==> src/sv/vsph_pkg.sv <==
// ----------------------------------------------------------------------------
// vsph_pkg
// Shared types and constants for the velocity source priority hold block.
// ----------------------------------------------------------------------------
package vsph_pkg;

   localparam int CordicSteps = 16;
   localparam int DirLimit    = 11520;
   localparam logic [6:0] GainFresh = 7'd100;
   localparam logic [7:0] HoldReset = 8'd100;

   // One classified item passed from the front part to the back part.
   typedef struct packed {
      logic        in_range;
      logic        fresh;
      logic [2:0]  source;
      logic signed [16:0] x_speed;
      logic signed [16:0] y_speed;
      logic signed [15:0] turn_rate;
      logic        tick_end;
      logic        zero_vec;
      logic signed [8:0]  offset;
   } work_type;

   typedef enum logic [1:0] {
      ST_IDLE,
      ST_CONV,
      ST_SQRT,
      ST_DONE
   } back_state_type;

   function automatic logic signed [31:0] atan_entry(input logic [3:0] i);
      logic signed [31:0] r;
      begin
         case (i)
            4'd0:  r = 32'sd2949120;
            4'd1:  r = 32'sd1740967;
            4'd2:  r = 32'sd919879;
            4'd3:  r = 32'sd466945;
            4'd4:  r = 32'sd234379;
            4'd5:  r = 32'sd117304;
            4'd6:  r = 32'sd58666;
            4'd7:  r = 32'sd29335;
            4'd8:  r = 32'sd14668;
            4'd9:  r = 32'sd7334;
            4'd10: r = 32'sd3667;
            4'd11: r = 32'sd1833;
            4'd12: r = 32'sd917;
            4'd13: r = 32'sd458;
            4'd14: r = 32'sd229;
            default: r = 32'sd115;
         endcase
         return r;
      end
   endfunction

endpackage

==> src/sv/vsph_front.sv <==
// ----------------------------------------------------------------------------
// vsph_front
// Accepts items, classifies them and places them in a two-entry queue.
// ----------------------------------------------------------------------------
module vsph_front
   import vsph_pkg::*;
#(
   parameter int SOURCES = 4
) (
   input  logic        clock,
   input  logic        reset,
   input  logic        push,
   output logic        full,
   input  logic [1:0]  source_index,
   input  logic        new_command,
   input  logic signed [15:0] x_speed,
   input  logic signed [15:0] y_speed,
   input  logic signed [15:0] turn_rate,
   input  logic        tick_end,
   output logic        work_valid,
   input  logic        work_take,
   output work_type    work_item
);

   work_type   q_ff [2];
   logic       wr_ff, wr_in, rd_ff, rd_in;
   logic [1:0] cnt_ff, cnt_in;
   work_type   cls;
   logic       do_push, do_pop;

   always_comb begin
      cls.in_range  = (int'(source_index) < SOURCES);
      cls.fresh     = new_command;
      cls.source    = {1'b0, source_index};
      cls.tick_end  = tick_end;
      cls.zero_vec  = (x_speed == 16'sd0) && (y_speed == 16'sd0);
      cls.turn_rate = turn_rate;
      if (x_speed < 0) begin
         cls.x_speed = -(17'(x_speed));
         cls.y_speed = -(17'(y_speed));
         cls.offset  = (y_speed >= 0) ? 9'sd180 : -9'sd180;
      end else begin
         cls.x_speed = 17'(x_speed);
         cls.y_speed = 17'(y_speed);
         cls.offset  = 9'sd0;
      end
   end

   // Negated operands carry 17 bits so that the most negative input negates cleanly.
   assign full       = cnt_ff[1];
   assign do_push    = push && !full;
   assign work_valid = (cnt_ff != 2'd0);
   assign do_pop     = work_valid && work_take;
   assign work_item  = q_ff[rd_ff];
   assign wr_in      = do_push ? !wr_ff : wr_ff;
   assign rd_in      = do_pop ? !rd_ff : rd_ff;
   assign cnt_in     = cnt_ff + {1'b0, do_push} - {1'b0, do_pop};

   always_ff @(posedge clock) begin
      if (reset) begin
         wr_ff  <= 1'b0;
         rd_ff  <= 1'b0;
         cnt_ff <= 2'd0;
      end else begin
         wr_ff  <= wr_in;
         rd_ff  <= rd_in;
         cnt_ff <= cnt_in;
      end
   end

   always_ff @(posedge clock) begin
      if (do_push) begin
         q_ff[wr_ff] <= cls;
      end
   end

endmodule

==> src/sv/vsph_back.sv <==
// ----------------------------------------------------------------------------
// vsph_back
// Converts fresh commands to polar form, updates per-source state and
// performs the tick-end priority selection into the output register.
// ----------------------------------------------------------------------------
module vsph_back
   import vsph_pkg::*;
#(
   parameter int SOURCES = 4
) (
   input  logic        clock,
   input  logic        reset,
   input  logic [7:0]  hold_ticks,
   input  logic        work_valid,
   output logic        work_take,
   input  work_type    work_item,
   output logic        busy,
   output logic        empty,
   input  logic        pop,
   output logic [31:0] source_timeouts,
   output logic        selection_done,
   output logic        any_active,
   output logic [1:0]  active_source,
   output logic signed [14:0] out_direction,
   output logic [15:0] out_linear,
   output logic signed [15:0] out_angular,
   output logic [6:0]  out_gain
);

   back_state_type st_ff, st_in;
   work_type  it_ff;
   logic [3:0] step_ff, step_in;

   // CORDIC registers; inputs are scaled by 2^14, growth stays under 36 bits.
   logic signed [35:0] cx_ff, cx_in, cy_ff, cy_in;
   logic signed [31:0] z_ff, z_in;

   // Bit-pair square root over a 32-bit radicand.
   logic [31:0] rem_ff, rem_in, root_ff, root_in;
   logic [32:0] bit_ff, bit_in;

   logic signed [14:0] dir_ff   [SOURCES];
   logic [15:0]        lin_ff   [SOURCES];
   logic signed [15:0] ang_ff   [SOURCES];
   logic [6:0]         gain_ff  [SOURCES];
   logic [7:0]         cnt_ff   [SOURCES];
   logic [31:0]        tmo_ff   [SOURCES];

   logic [31:0] r_tmo_ff;
   logic        r_sel_ff, r_any_ff, r_valid_ff;
   logic [1:0]  h_src_ff;
   logic signed [14:0] h_dir_ff;
   logic [15:0] h_lin_ff;
   logic signed [15:0] h_ang_ff;
   logic [6:0]  h_gain_ff;

   logic signed [35:0] shx, shy;
   logic signed [31:0] ts;
   logic signed [31:0] dsum;
   logic signed [21:0] dq;
   logic signed [14:0] dir_val;
   logic [32:0] trial;
   logic [31:0] root_fin;
   logic [2:0]  sidx;
   logic        commit;
   logic signed [16:0] rx, ry;
   logic [31:0] sqx, sqy;

   assign work_take = (st_ff == ST_IDLE) && work_valid && !r_valid_ff;
   assign busy      = (st_ff != ST_IDLE) || work_valid || r_valid_ff;
   assign empty     = !r_valid_ff;
   assign sidx      = it_ff.source;

   // Magnitude operands: the front part may have negated, squares are equal.
   assign rx  = it_ff.x_speed;
   assign ry  = it_ff.y_speed;

   always_comb begin
      shx   = cx_ff >>> step_ff;
      shy   = cy_ff >>> step_ff;
      ts    = atan_entry(step_ff);
      trial = {1'b0, root_ff} + bit_ff;
      sqx   = 32'(rx * rx);
      sqy   = 32'(ry * ry);
   end

   // Next state.
   always_comb begin
      st_in = st_ff;
      case (st_ff)
         ST_IDLE: if (work_take) st_in = ST_CONV;
         ST_CONV: begin
            if (!it_ff.in_range || !it_ff.fresh) begin
               st_in = ST_DONE;
            end else if (step_ff == 4'(CordicSteps - 1)) begin
               st_in = ST_SQRT;
            end
         end
         ST_SQRT: if (bit_ff == 33'd0) st_in = ST_DONE;
         ST_DONE: st_in = ST_IDLE;
         default: st_in = ST_IDLE;
      endcase
   end

   // Datapath updates.
   always_comb begin
      step_in = step_ff;
      cx_in   = cx_ff;
      cy_in   = cy_ff;
      z_in    = z_ff;
      rem_in  = rem_ff;
      root_in = root_ff;
      bit_in  = bit_ff;
      case (st_ff)
         ST_IDLE: begin
            step_in = 4'd0;
            cx_in   = 36'(work_item.x_speed) <<< 14;
            cy_in   = 36'(work_item.y_speed) <<< 14;
            z_in    = 32'sd0;
         end
         ST_CONV: begin
            if (cy_ff > 0) begin
               cx_in = cx_ff + shy;
               cy_in = cy_ff - shx;
               z_in  = z_ff + ts;
            end else begin
               cx_in = cx_ff - shy;
               cy_in = cy_ff + shx;
               z_in  = z_ff - ts;
            end
            step_in = step_ff + 4'd1;
            rem_in  = sqx + sqy;
            root_in = 32'd0;
            bit_in  = 33'h1_0000_0000;
         end
         ST_SQRT: begin
            // Once the bit has run out the root and remainder are final.
            if (bit_ff == 33'd0) begin
               bit_in = bit_ff;
            end else if (bit_ff > {1'b0, rem_ff} && root_ff == 32'd0) begin
               bit_in = bit_ff >> 2;
            end else if ({1'b0, rem_ff} >= trial) begin
               rem_in  = rem_ff - trial[31:0];
               root_in = (root_ff >> 1) + bit_ff[31:0];
               bit_in  = bit_ff >> 2;
            end else begin
               root_in = root_ff >> 1;
               bit_in  = bit_ff >> 2;
            end
         end
         default: ;
      endcase
   end

   // Final rounding of the root and the direction.
   always_comb begin
      root_fin = (rem_ff > root_ff) ? root_ff + 32'd1 : root_ff;
      dsum     = 32'(it_ff.offset) * 32'sd65536 + z_ff + 32'sd512;
      dq       = 22'(dsum >>> 10);
      if (it_ff.zero_vec) begin
         dir_val = 15'sd0;
      end else if (dq > 22'sd11520) begin
         dir_val = 15'(DirLimit);
      end else if (dq < -22'sd11520) begin
         dir_val = -15'(DirLimit);
      end else begin
         dir_val = 15'(dq);
      end
   end

   assign commit = (st_ff == ST_DONE);

   always_ff @(posedge clock) begin
      if (reset) begin
         st_ff <= ST_IDLE;
      end else begin
         st_ff <= st_in;
      end
      step_ff <= step_in;
      cx_ff   <= cx_in;
      cy_ff   <= cy_in;
      z_ff    <= z_in;
      rem_ff  <= rem_in;
      root_ff <= root_in;
      bit_ff  <= bit_in;
      if (work_take) begin
         it_ff <= work_item;
      end
   end

   // Per-source state and selection. Selection sees the updated countdown.
   always_ff @(posedge clock) begin
      logic [7:0] c;
      logic       found;
      if (reset) begin
         for (int i = 0; i < SOURCES; i++) begin
            dir_ff[i]  <= '0;
            lin_ff[i]  <= '0;
            ang_ff[i]  <= '0;
            gain_ff[i] <= '0;
            cnt_ff[i]  <= '0;
            tmo_ff[i]  <= '0;
         end
         h_src_ff   <= '0;
         h_dir_ff   <= '0;
         h_lin_ff   <= '0;
         h_ang_ff   <= '0;
         h_gain_ff  <= '0;
         r_valid_ff <= 1'b0;
         r_tmo_ff   <= '0;
         r_sel_ff   <= 1'b0;
         r_any_ff   <= 1'b0;
      end else begin
         if (r_valid_ff && pop) begin
            r_valid_ff <= 1'b0;
         end
         if (commit) begin
            found = 1'b0;
            r_tmo_ff <= 32'd0;
            for (int i = SOURCES - 1; i >= 0; i--) begin
               c = cnt_ff[i];
               if (it_ff.in_range && sidx == 3'(i)) begin
                  if (it_ff.fresh) begin
                     c = hold_ticks;
                  end
                  if (c != 8'd0) c = c - 8'd1;
                  cnt_ff[i] <= c;
               end
            end
            for (int i = 0; i < SOURCES; i++) begin
               if (it_ff.in_range && sidx == 3'(i)) begin
                  if (it_ff.fresh) begin
                     dir_ff[i]  <= dir_val;
                     lin_ff[i]  <= root_fin[15:0];
                     ang_ff[i]  <= it_ff.turn_rate;
                     gain_ff[i] <= GainFresh;
                     r_tmo_ff   <= tmo_ff[i];
                  end else begin
                     dir_ff[i]  <= '0;
                     lin_ff[i]  <= '0;
                     ang_ff[i]  <= '0;
                     gain_ff[i] <= '0;
                     if (tmo_ff[i] != 32'hFFFF_FFFF) begin
                        tmo_ff[i] <= tmo_ff[i] + 32'd1;
                        r_tmo_ff  <= tmo_ff[i] + 32'd1;
                     end else begin
                        r_tmo_ff  <= tmo_ff[i];
                     end
                  end
               end
            end
            if (it_ff.tick_end) begin
               for (int i = 0; i < SOURCES; i++) begin
                  c = cnt_ff[i];
                  if (it_ff.in_range && sidx == 3'(i)) begin
                     if (it_ff.fresh) c = hold_ticks;
                     if (c != 8'd0) c = c - 8'd1;
                  end
                  if (!found && c != 8'd0) begin
                     found = 1'b1;
                     h_src_ff <= 2'(i);
                     if (it_ff.in_range && sidx == 3'(i)) begin
                        h_dir_ff  <= it_ff.fresh ? dir_val : 15'sd0;
                        h_lin_ff  <= it_ff.fresh ? root_fin[15:0] : 16'd0;
                        h_ang_ff  <= it_ff.fresh ? it_ff.turn_rate : 16'sd0;
                        h_gain_ff <= it_ff.fresh ? GainFresh : 7'd0;
                     end else begin
                        h_dir_ff  <= dir_ff[i];
                        h_lin_ff  <= lin_ff[i];
                        h_ang_ff  <= ang_ff[i];
                        h_gain_ff <= gain_ff[i];
                     end
                  end
               end
            end
            r_sel_ff   <= it_ff.tick_end;
            r_any_ff   <= found;
            r_valid_ff <= 1'b1;
         end
      end
   end

   assign source_timeouts = r_tmo_ff;
   assign selection_done  = r_sel_ff;
   assign any_active      = r_any_ff;
   assign active_source   = h_src_ff;
   assign out_direction   = h_dir_ff;
   assign out_linear      = h_lin_ff;
   assign out_angular     = h_ang_ff;
   assign out_gain        = h_gain_ff;

   a_take_idle: assert property (@(posedge clock) disable iff (reset)
      work_take |=> (st_ff == ST_CONV)) else $error("take did not start work");
   a_commit_once: assert property (@(posedge clock) disable iff (reset)
      commit |=> !commit) else $error("double commit");
   a_result_after_commit: assert property (@(posedge clock) disable iff (reset)
      commit |=> r_valid_ff) else $error("result not posted");

endmodule

==> src/sv/velocity_source_priority_hold.sv <==
// ----------------------------------------------------------------------------
// velocity_source_priority_hold
// Per-source velocity hold with polar conversion and priority selection.
// ----------------------------------------------------------------------------
// A fresh command runs 16 CORDIC iterations, then a bit-pair square root of 17
// steps and a closing state. An item without a fresh command leaves the conversion
// state straight for the closing state. The back part takes the next item only
// once the result has been popped; the two-entry queue keeps taking pushes
// meanwhile until it is full.
// Reset is synchronous, clears all per-source state and held outputs, sets hold_ticks to 100.
// ----------------------------------------------------------------------------
module velocity_source_priority_hold
   import vsph_pkg::*;
#(
   parameter int SOURCES = 4
) (
   input  logic        clock,
   input  logic        reset,
   input  logic        push,
   output logic        full,
   input  logic [1:0]  req_source_index,
   input  logic        req_new_command,
   input  logic signed [15:0] req_x_speed,
   input  logic signed [15:0] req_y_speed,
   input  logic signed [15:0] req_turn_rate,
   input  logic        req_tick_end,
   output logic        empty,
   input  logic        pop,
   output logic [31:0] rsp_source_timeouts,
   output logic        rsp_selection_done,
   output logic        rsp_any_active,
   output logic [1:0]  rsp_active_source,
   output logic signed [14:0] rsp_out_direction,
   output logic [15:0] rsp_out_linear,
   output logic signed [15:0] rsp_out_angular,
   output logic [6:0]  rsp_out_gain,
   input  logic        csr_valid,
   output logic        csr_ready,
   input  logic [7:0]  csr_hold_ticks
);

   logic [7:0] hold_ff;
   logic       work_valid, work_take, busy;
   work_type   work_item;

   // Configuration is taken at any time; the user writes only while idle.
   assign csr_ready = 1'b1;

   always_ff @(posedge clock) begin
      if (reset) begin
         hold_ff <= HoldReset;
      end else if (csr_valid && csr_ready) begin
         hold_ff <= csr_hold_ticks;
      end
   end

   // The front part classifies each item and queues it for the back part.
   vsph_front #(.SOURCES(SOURCES)) u_front (
      .clock, .reset, .push, .full,
      .source_index (req_source_index),
      .new_command  (req_new_command),
      .x_speed      (req_x_speed),
      .y_speed      (req_y_speed),
      .turn_rate    (req_turn_rate),
      .tick_end     (req_tick_end),
      .work_valid, .work_take, .work_item
   );

   // The back part converts, updates state and holds the result item.
   vsph_back #(.SOURCES(SOURCES)) u_back (
      .clock, .reset,
      .hold_ticks (hold_ff),
      .work_valid, .work_take, .work_item, .busy,
      .empty, .pop,
      .source_timeouts (rsp_source_timeouts),
      .selection_done  (rsp_selection_done),
      .any_active      (rsp_any_active),
      .active_source   (rsp_active_source),
      .out_direction   (rsp_out_direction),
      .out_linear      (rsp_out_linear),
      .out_angular     (rsp_out_angular),
      .out_gain        (rsp_out_gain)
   );

   a_any_needs_sel: assert property (@(posedge clock) disable iff (reset)
      !empty && rsp_any_active |-> rsp_selection_done)
      else $error("active flag without selection");
   a_gain_values: assert property (@(posedge clock) disable iff (reset)
      rsp_out_gain == 7'd0 || rsp_out_gain == GainFresh) else $error("bad gain");
   a_busy_when_result: assert property (@(posedge clock) disable iff (reset)
      !empty |-> busy) else $error("result without busy");

endmodule

==> config.mk <==
export PLATFORM = sky130hd
export DESIGN_NAME = velocity_source_priority_hold
export DESIGN_NICKNAME = d
export VERILOG_FILES = /design/src/sv/vsph_pkg.sv /design/src/sv/vsph_front.sv /design/src/sv/vsph_back.sv /design/src/sv/velocity_source_priority_hold.sv
export SDC_FILE = /design/constraint.sdc
export NUM_CORES = 2
export LEC_CHECK = 0
export BUFFER_PORTS_ARGS = -buffer_cell sky130_fd_sc_hd__buf_4
export CAP_MARGIN = 10
export CORE_ASPECT_RATIO = 0.8
export CORE_MARGIN = 3
export CORE_UTILIZATION = 45
export CTS_CLUSTER_DIAMETER = 200
export CTS_CLUSTER_SIZE = 40
export DETAILED_ROUTE_END_ITERATION = 7
export PLACE_DENSITY_LB_ADDON = 0.05
export SYNTH_ARGS = -nofsm -noshare
export SYNTH_HDL_FRONTEND = slang
export SYNTH_SLANG_ARGS = --single-unit
==> constraint.sdc <==
create_clock -name clock -period 11.8 [get_ports clock]
set_input_delay 2.36 -clock clock [delete_from_list [all_inputs] [get_ports clock]]
set_output_delay 2.36 -clock clock [all_outputs]
set_load 0.01 [all_outputs]
; Word-level counts from Yosys, hierarchy flattened
; Memories as Yosys holds them, arrays and structs flattened. A register that Yosys moved wholly into a read port is not among the register bits.
; Cells that the tools add are included.
[totals]
mem_bits_ro = 352
ramBits = 488
in_bits = 65
output_inout_bits = 93
regBits = 376
mem_count = 8
elab_cells = 471
[classes]
addsub = 30
bitwise = 40
n_eq_ne = 17
n_shift = 2
mul = 2
order_cmp = 8
n_reduce_logical = 52
muxes = 282
[mem_list]
columns = memory, words, width, read_ports, rd_ports_with_merged_regs, wr, line
row1 = (name not given), 16, 22, 1, 1, 0, vsph_pkg.sv:35  ; case (i)
row2 = u_back.tmo_ff, 4, 32, 4, 0, 4, vsph_back.sv:47  ; logic [31:0] tmo_ff [SOURCES];
row3 = u_front.q_ff, 2, 64, 1, 1, 1, vsph_front.sv:25  ; work_type q_ff [2];
row4 = u_back.ang_ff, 4, 16, 4, 0, 4, vsph_back.sv:44  ; logic signed [15:0] ang_ff [SOURCES];
row5 = u_back.lin_ff, 4, 16, 4, 0, 4, vsph_back.sv:43  ; logic [15:0] lin_ff [SOURCES];
row6 = u_back.dir_ff, 4, 15, 4, 0, 4, vsph_back.sv:42  ; logic signed [14:0] dir_ff [SOURCES];
row7 = +2 memories, -, -, -, -, -, -
[op_table]
columns = cell, count
row1 = 2-to-1 mux 32 bit, 23
row2 = 2-to-1 mux 16 bit, 35
row3 = 2-to-1 mux 8 bit, 68
row4 = 2-to-1 mux 15 bit, 20
row5 = case mux 32 bit (2 select lines), 3
row6 = case mux 36 bit (2 select lines), 2
row7 = adder 32 x 1 -> 32 bit (second input constant), 4
row8 = != test 32 bit (second input constant), 4
row9 = 2-to-1 mux 1 bit, 96
row10 = nonzero test 8 bit, 12
row11 = adder 36 bit, 2
row12 = 2-to-1 mux 36 bit, 2
row13 = >>> shifter 36 x 4 -> 36 bit, 2
row14 = subtractor 36 bit, 2
row15 = case mux 33 bit (2 select lines), 1
row16 = adder 32 bit, 2
row17 = multiplier 17 x 17 -> 32 bit, 2
row18 = subtractor 32 bit, 2
row19 = subtractor 8 x 1 -> 8 bit (second input constant), 8
row20 = 2-to-1 mux 7 bit, 9
row21 = OR 1 bit, 40
row22 = > comparator 36 x 1 -> 1 bit (second input constant), 1
row23 = 2-to-1 mux 34 bit, 1
row24 = negation 16 -> 17 bit, 2
row25 = other kinds (43), 90

; Longest topological paths before layout
[depth]
ltp_word = 33
ltp_mapped = 32
mapped_depth_nobuf = 30

; Cells and area by module
; A second synthesis with hierarchy kept.
[unflattened]
hier_cells = 7916
area_unflattened_um2 = 76702.3
[modules_own_cells]
columns = module, seq_area_each_um2, n_inst, area_each_um2, cells_per_inst
row1 = vsph_back, 20409.6, 1, 71255.8, 7574
row2 = vsph_front, 3583.4, 1, 5139.9, 314
row3 = velocity_source_priority_hold, 160.2, 1, 306.5, 28

; Least setup slack after synthesis
; OpenSTA, ideal clock, no wires.
[synth_path]
path_type = flip-flop to flip-flop
startpoint = register u_back.it_ff, in the netlist u_back.ry[16]
endpoint = register u_back.rem_ff[31], data pin
synth_period_minus_slack_ns = 8.625
n_path_buf = 2
arrival_time_ns = 8.361
path_stages_with_launch = 29
path_slack_ns = 3.175
setup_time_ns = 0.263
required_time_ns = 11.537
path_cell_list = edfxtp_1 > clkbuf_1 > clkbuf_1 > nand2_1 > inv_1 > fa_1 > fa_1 > inv_1 > fa_1 > fa_1 > inv_1 > fa_1 > fa_1 > fa_1 > inv_1 > fa_1 > inv_1 > ha_1 > a21o_1 > a21o_1 > a21o_1 > o21ai_0 > nor2b_1 > o211ai_1 > o211a_1 > o41ai_1 > o21ai_0 > and3_1 > a2111o_1
[synth_between]
elab_chain_len = 3
[synth_rtl]
columns = item, line
row1 = from (decl), vsph_back.sv:31  ; work_type it_ff;
row2 = from (signal assigned), vsph_back.sv:187  ; it_ff <= work_item;
row3 = multiplier 17 x 17 -> 32 bit, vsph_back.sv:84  ; sqy = 32'(ry * ry);
row4 = adder 32 bit, vsph_back.sv:132  ; rem_in = sqx + sqy;
row5 = case mux 32 bit (2 select lines), vsph_back.sv:114  ; case (st_ff)
row6 = via u_back.rem_in[31], vsph_back.sv:39  ; logic [31:0] rem_ff, rem_in, root_ff, root_in;
row7 = to (signal assigned), vsph_back.sv:183  ; rem_ff <= rem_in;
row8 = to (decl), vsph_back.sv:39
; The timed path passes the listed nets, and every way through them passes these cells.
; A chain may end at the register's enable or synchronous reset.

; Worst setup path in the final report
[layout_path]
startpoint = register u_back.it_ff, in the netlist u_back.ry[0]
endpoint = register u_back.rem_ff[31], data pin
; The elaborated chain is that of the path after synthesis.

==> results_tabular.tex <==
\begin{tabular}{lr}
\hline
Metric & Value \\
\hline
\multicolumn{2}{l}{\textbf{Logic synthesis}} \\
Cell taking the most area after synthesis & edfxtp\_1 \\
Fraction of the yosys area taken by sequential cells & 31.6\% \\
Number of synthesized flops with an enable pin & 715 \\
Mapped Avg Cell Area & 9.66 um2 \\
Post-Syn Area & 0.0757 mm2 \\
Distinct cells, synth & 106 \\
Synth top area share & 28.4\% \\
Share of async-settable or async-resettable flops after synthesis & 0\% \\
Synth warnings & 0 \\
Instance count of the mapped netlist & 7839 \\
Commonest register cell after synthesis & edfxtp\_1 \\
\#FFs+latches synth & 837 \\
Top post-synthesis cells by area & edfxtp\_1, fa\_1, ha\_1 \\
\multicolumn{2}{l}{\textbf{Setup path}} \\
Worst reg-to-reg path cell count & 26 \\
Maximum fanout along the worst path & 20 \\
Endpoint required time on the critical path & 12280 ps \\
Most Frequent Cell on Critical Path & fa\_1 \\
Register-to-Register Setup Slack & 2360 ps \\
Critical Path Source Type & flip-flop \\
Crit end category & flip-flop \\
Startpoint-to-endpoint class of the critical path & flip-flop to flip-flop \\
Critical-path cell with the highest stage delay & edfxtp\_1 \\
Delay of the slowest cell on the worst path & 930 ps \\
Crit path arrival time & 9920 ps \\
\multicolumn{2}{l}{\textbf{Run status}} \\
Run status & finished, violations left \\
Violated checks & antenna violations \\
\multicolumn{2}{l}{\textbf{Timing}} \\
Total Neg Setup Slack & 0 ps \\
Clock period minus worst slack & 9440 ps \\
Largest clock skew in the final design & 88.2 ps \\
Max Transition Viols Final & 0 \\
Max transition margin & 20.5\% \\
Maximum frequency from static timing analysis & 106 MHz \\
Transition time at the pin with the least slew margin & 1190 ps \\
Fin. Hold Viols & 0 \\
Slack of the critical path & 2360 ps \\
Number of failing setup endpoints in the final timing report & 0 \\
Portion of the clock cycle consumed by the worst path in the final layout & 80.0\% \\
Unrepaired setup endpoints after global routing & false \\
\multicolumn{2}{l}{\textbf{Detailed routing}} \\
Met2 layer wire length in the routed design & 101 mm \\
Number of optimization iterations in the first detailed-route pass & 6 \\
Met1 routed wirelength after detailed routing & 107 mm \\
Detail Route Antenna Nets & 1 \\
Number of DRC violations after detailed-routing iteration 0 & 4844 \\
Vias per inst & 5.68 \\
Vias post-DR & 56900 \\
Uppermost metal layer occupied by signal nets & met5 \\
Routed wl met3 & 10.8 mm \\
Per-cell routed wire length & 22.2 um \\
Number of DRC violations after detailed routing & 0 \\
Total wirelength of the detailed-routed design & 222 mm \\
\multicolumn{2}{l}{\textbf{Place}} \\
Gpl congestion & 0.895 \\
Dpl ws & 2440 ps \\
Port Buffers & 152 \\
Sum of net half-perimeters after detailed placement & 168 mm \\
Area after detailed placement & 0.0791 mm2 \\
\multicolumn{2}{l}{\textbf{Floorplan}} \\
Die height & 373 um \\
Floorplan die width & 465 um \\
Std-Cell Rows & 133 \\
Core box area & 0.166 mm2 \\
Number of top-level pins & 158 \\
Starting Density & 45.7\% \\
Floorplan die area & 0.173 mm2 \\
\multicolumn{2}{l}{\textbf{Job}} \\
\# Max-Cap Violations & 0 \\
\multicolumn{2}{l}{\textbf{Layout}} \\
Layout Nets & 8814 \\
Area Growth Syn to Fin & 5.47\% \\
Post-Layout Inst Area & 0.0799 mm2 \\
Layout cells sized above 1 & 7.06\% \\
\multicolumn{2}{l}{\textbf{Clock tree}} \\
Max Root-Sink Buffers & 3 \\
TritonCTS clock tree & done \\
Post-cts gate resize count & 0 \\
Post-CTS setup buffer count & 0 \\
Source-to-sink clock delay at the later pin of the worst-skew pair & 750 ps \\
Post-cts hold buffer count & 0 \\
Total clock buffers created by CTS & 25 \\
Clock-pin slew on the worst setup and hold paths & 180 ps \\
CTS sink count & 837 \\
H-tree levels & 1 \\
Buffer type at the clock tree root & clkbuf\_16 \\
\multicolumn{2}{l}{\textbf{Global route}} \\
Global route overflow & 0 \\
Number of global-route vias before repair & 56200 \\
Largest net degree at the start of global routing & 131 \\
GRT Overall Usage & 25.3\% \\
Global-route wire length before repair & 345 mm \\
Initial antenna violation count & 7 \\
\multicolumn{2}{l}{\textbf{Min path}} \\
WHS Path Cells & 2 \\
Path type of the worst min-delay path & flip-flop to flip-flop \\
\hline
\end{tabular}
layout make-up:
class / instances / area (um2)
clock buffer: 43 / 693
multi-input combinational: 5737 / 47100
fill: 15800 / 85900
antenna: 7 / 17.5
sequential: 837 / 23900
clock inverter: 3 / 66.3
inverter: 915 / 3440
timing repair buffer: 252 / 1900
tap: 2227 / 2790
Yosys cell counts (51+ instances only):
master / count
a211oi_1: 57
ha_1: 404
inv_1: 910
nor4_1: 60
nand3_1: 138
nor3_1: 139
nand2b_1: 51
xor2_1: 248
dfxtp_1: 122
xnor2_1: 362
fa_1: 577
mux2i_1: 135
edfxtp_1: 715
and3_1: 62
mux2_2: 115
nand2_1: 641
mux4_2: 69
or3_1: 54
a21o_1: 114
a21oi_1: 382
nor2_1: 882
clkbuf_1: 265
a31oi_1: 72
o21ai_0: 263
and2_1: 172
nand4_1: 57
nor2b_1: 74
flip-flops by register name, summed over array words and instances, names as in the netlist, 8 cells and up, named ones only:
register,count
u_back.out_direction,15
u_front.q_ff,116
u_back.ang_ff,64
u_back.root_ff,32
u_back.lin_ff,64
u_back.cnt_ff,32
u_back.out_angular,16
u_back.bit_ff,17
u_back.rx,17
hold_ff,8
u_back.rem_ff,32
u_back.cy_ff,36
u_back.ts,22
u_back.tmo_ff,128
u_back.source_timeouts,32
u_back.ry,17
u_back.dir_ff,60
u_back.z_ff,32
u_back.out_linear,16
u_back.it_ff,22
u_back.cx_ff,36
per-layer routing:
layer  vias up  GRT usage (%)
li1      26800              -
met1     28500           38.3
met2      1449           40.3
met3       157           2.12
met4         2           3.69
met5         -              0
critical path: cells and delay by family (launching register included):
| kind | cells | cell delay [ps] |
|---|---|---|
| AO/OA/AOI/OAI | 9 | 2110 |
| adder cells (fa/ha/maj) | 9 | 4480 |
| buffers and inverters | 5 | 870 |
| flip-flops | 1 | 930 |
| AND/OR/NAND/NOR | 3 | 730 |
logic make-up after synthesis:
| group | share of synthesized area [%] |
|---|---|
| AND/OR/NAND/NOR | 15.3 |
| buffers and inverters | 6.57 |
| AO/OA/AOI/OAI | 11.3 |
| XOR/XNOR | 7.06 |
| other | 0.00992 |
| flip-flops | 31.6 |
| multiplexers | 6.27 |
| adder cells (fa/ha/maj) | 21.9 |
through the flow:
step | std cells | hold WS, ps | util, %
after global routing | 10000 | 499 | 48.2
after floorplan | 7844 | 480 | -
after detailed placement | 9964 | 451 | 47.7
after CTS | 10000 | 484 | 48.2
final | 10000 | 481 | 48.2
after global placement | 9964 | 452 | 47.7
layout by cell type (no fill, tap or decap), types with 135 or more instances in the layout:
cell type	n
inv_1	908
nor2_1	879
edfxtp_1	715
nand2_1	635
fa_1	577
ha_1	401
a21oi_1	382
xnor2_1	362
o21ai_0	257
xor2_1	248
buf_4	248
and2_1	171
nor3_1	139
nand3_1	138
mux2i_1	135
worst paths after layout:
| check | from | to |
|---|---|---|
| max reg2reg | u_back.ry[0] | u_back.rem_ff[31] |
| max | u_back.ry[0] | u_back.rem_ff[31] |
| min reg2reg | u_back.source_timeouts[31] | u_back.source_timeouts[31] |
| min | u_back.source_timeouts[31] | u_back.source_timeouts[31] |
Power is not shown: default switching activity piles up to over one toggle a cycle in this logic, so the estimate is an artifact.
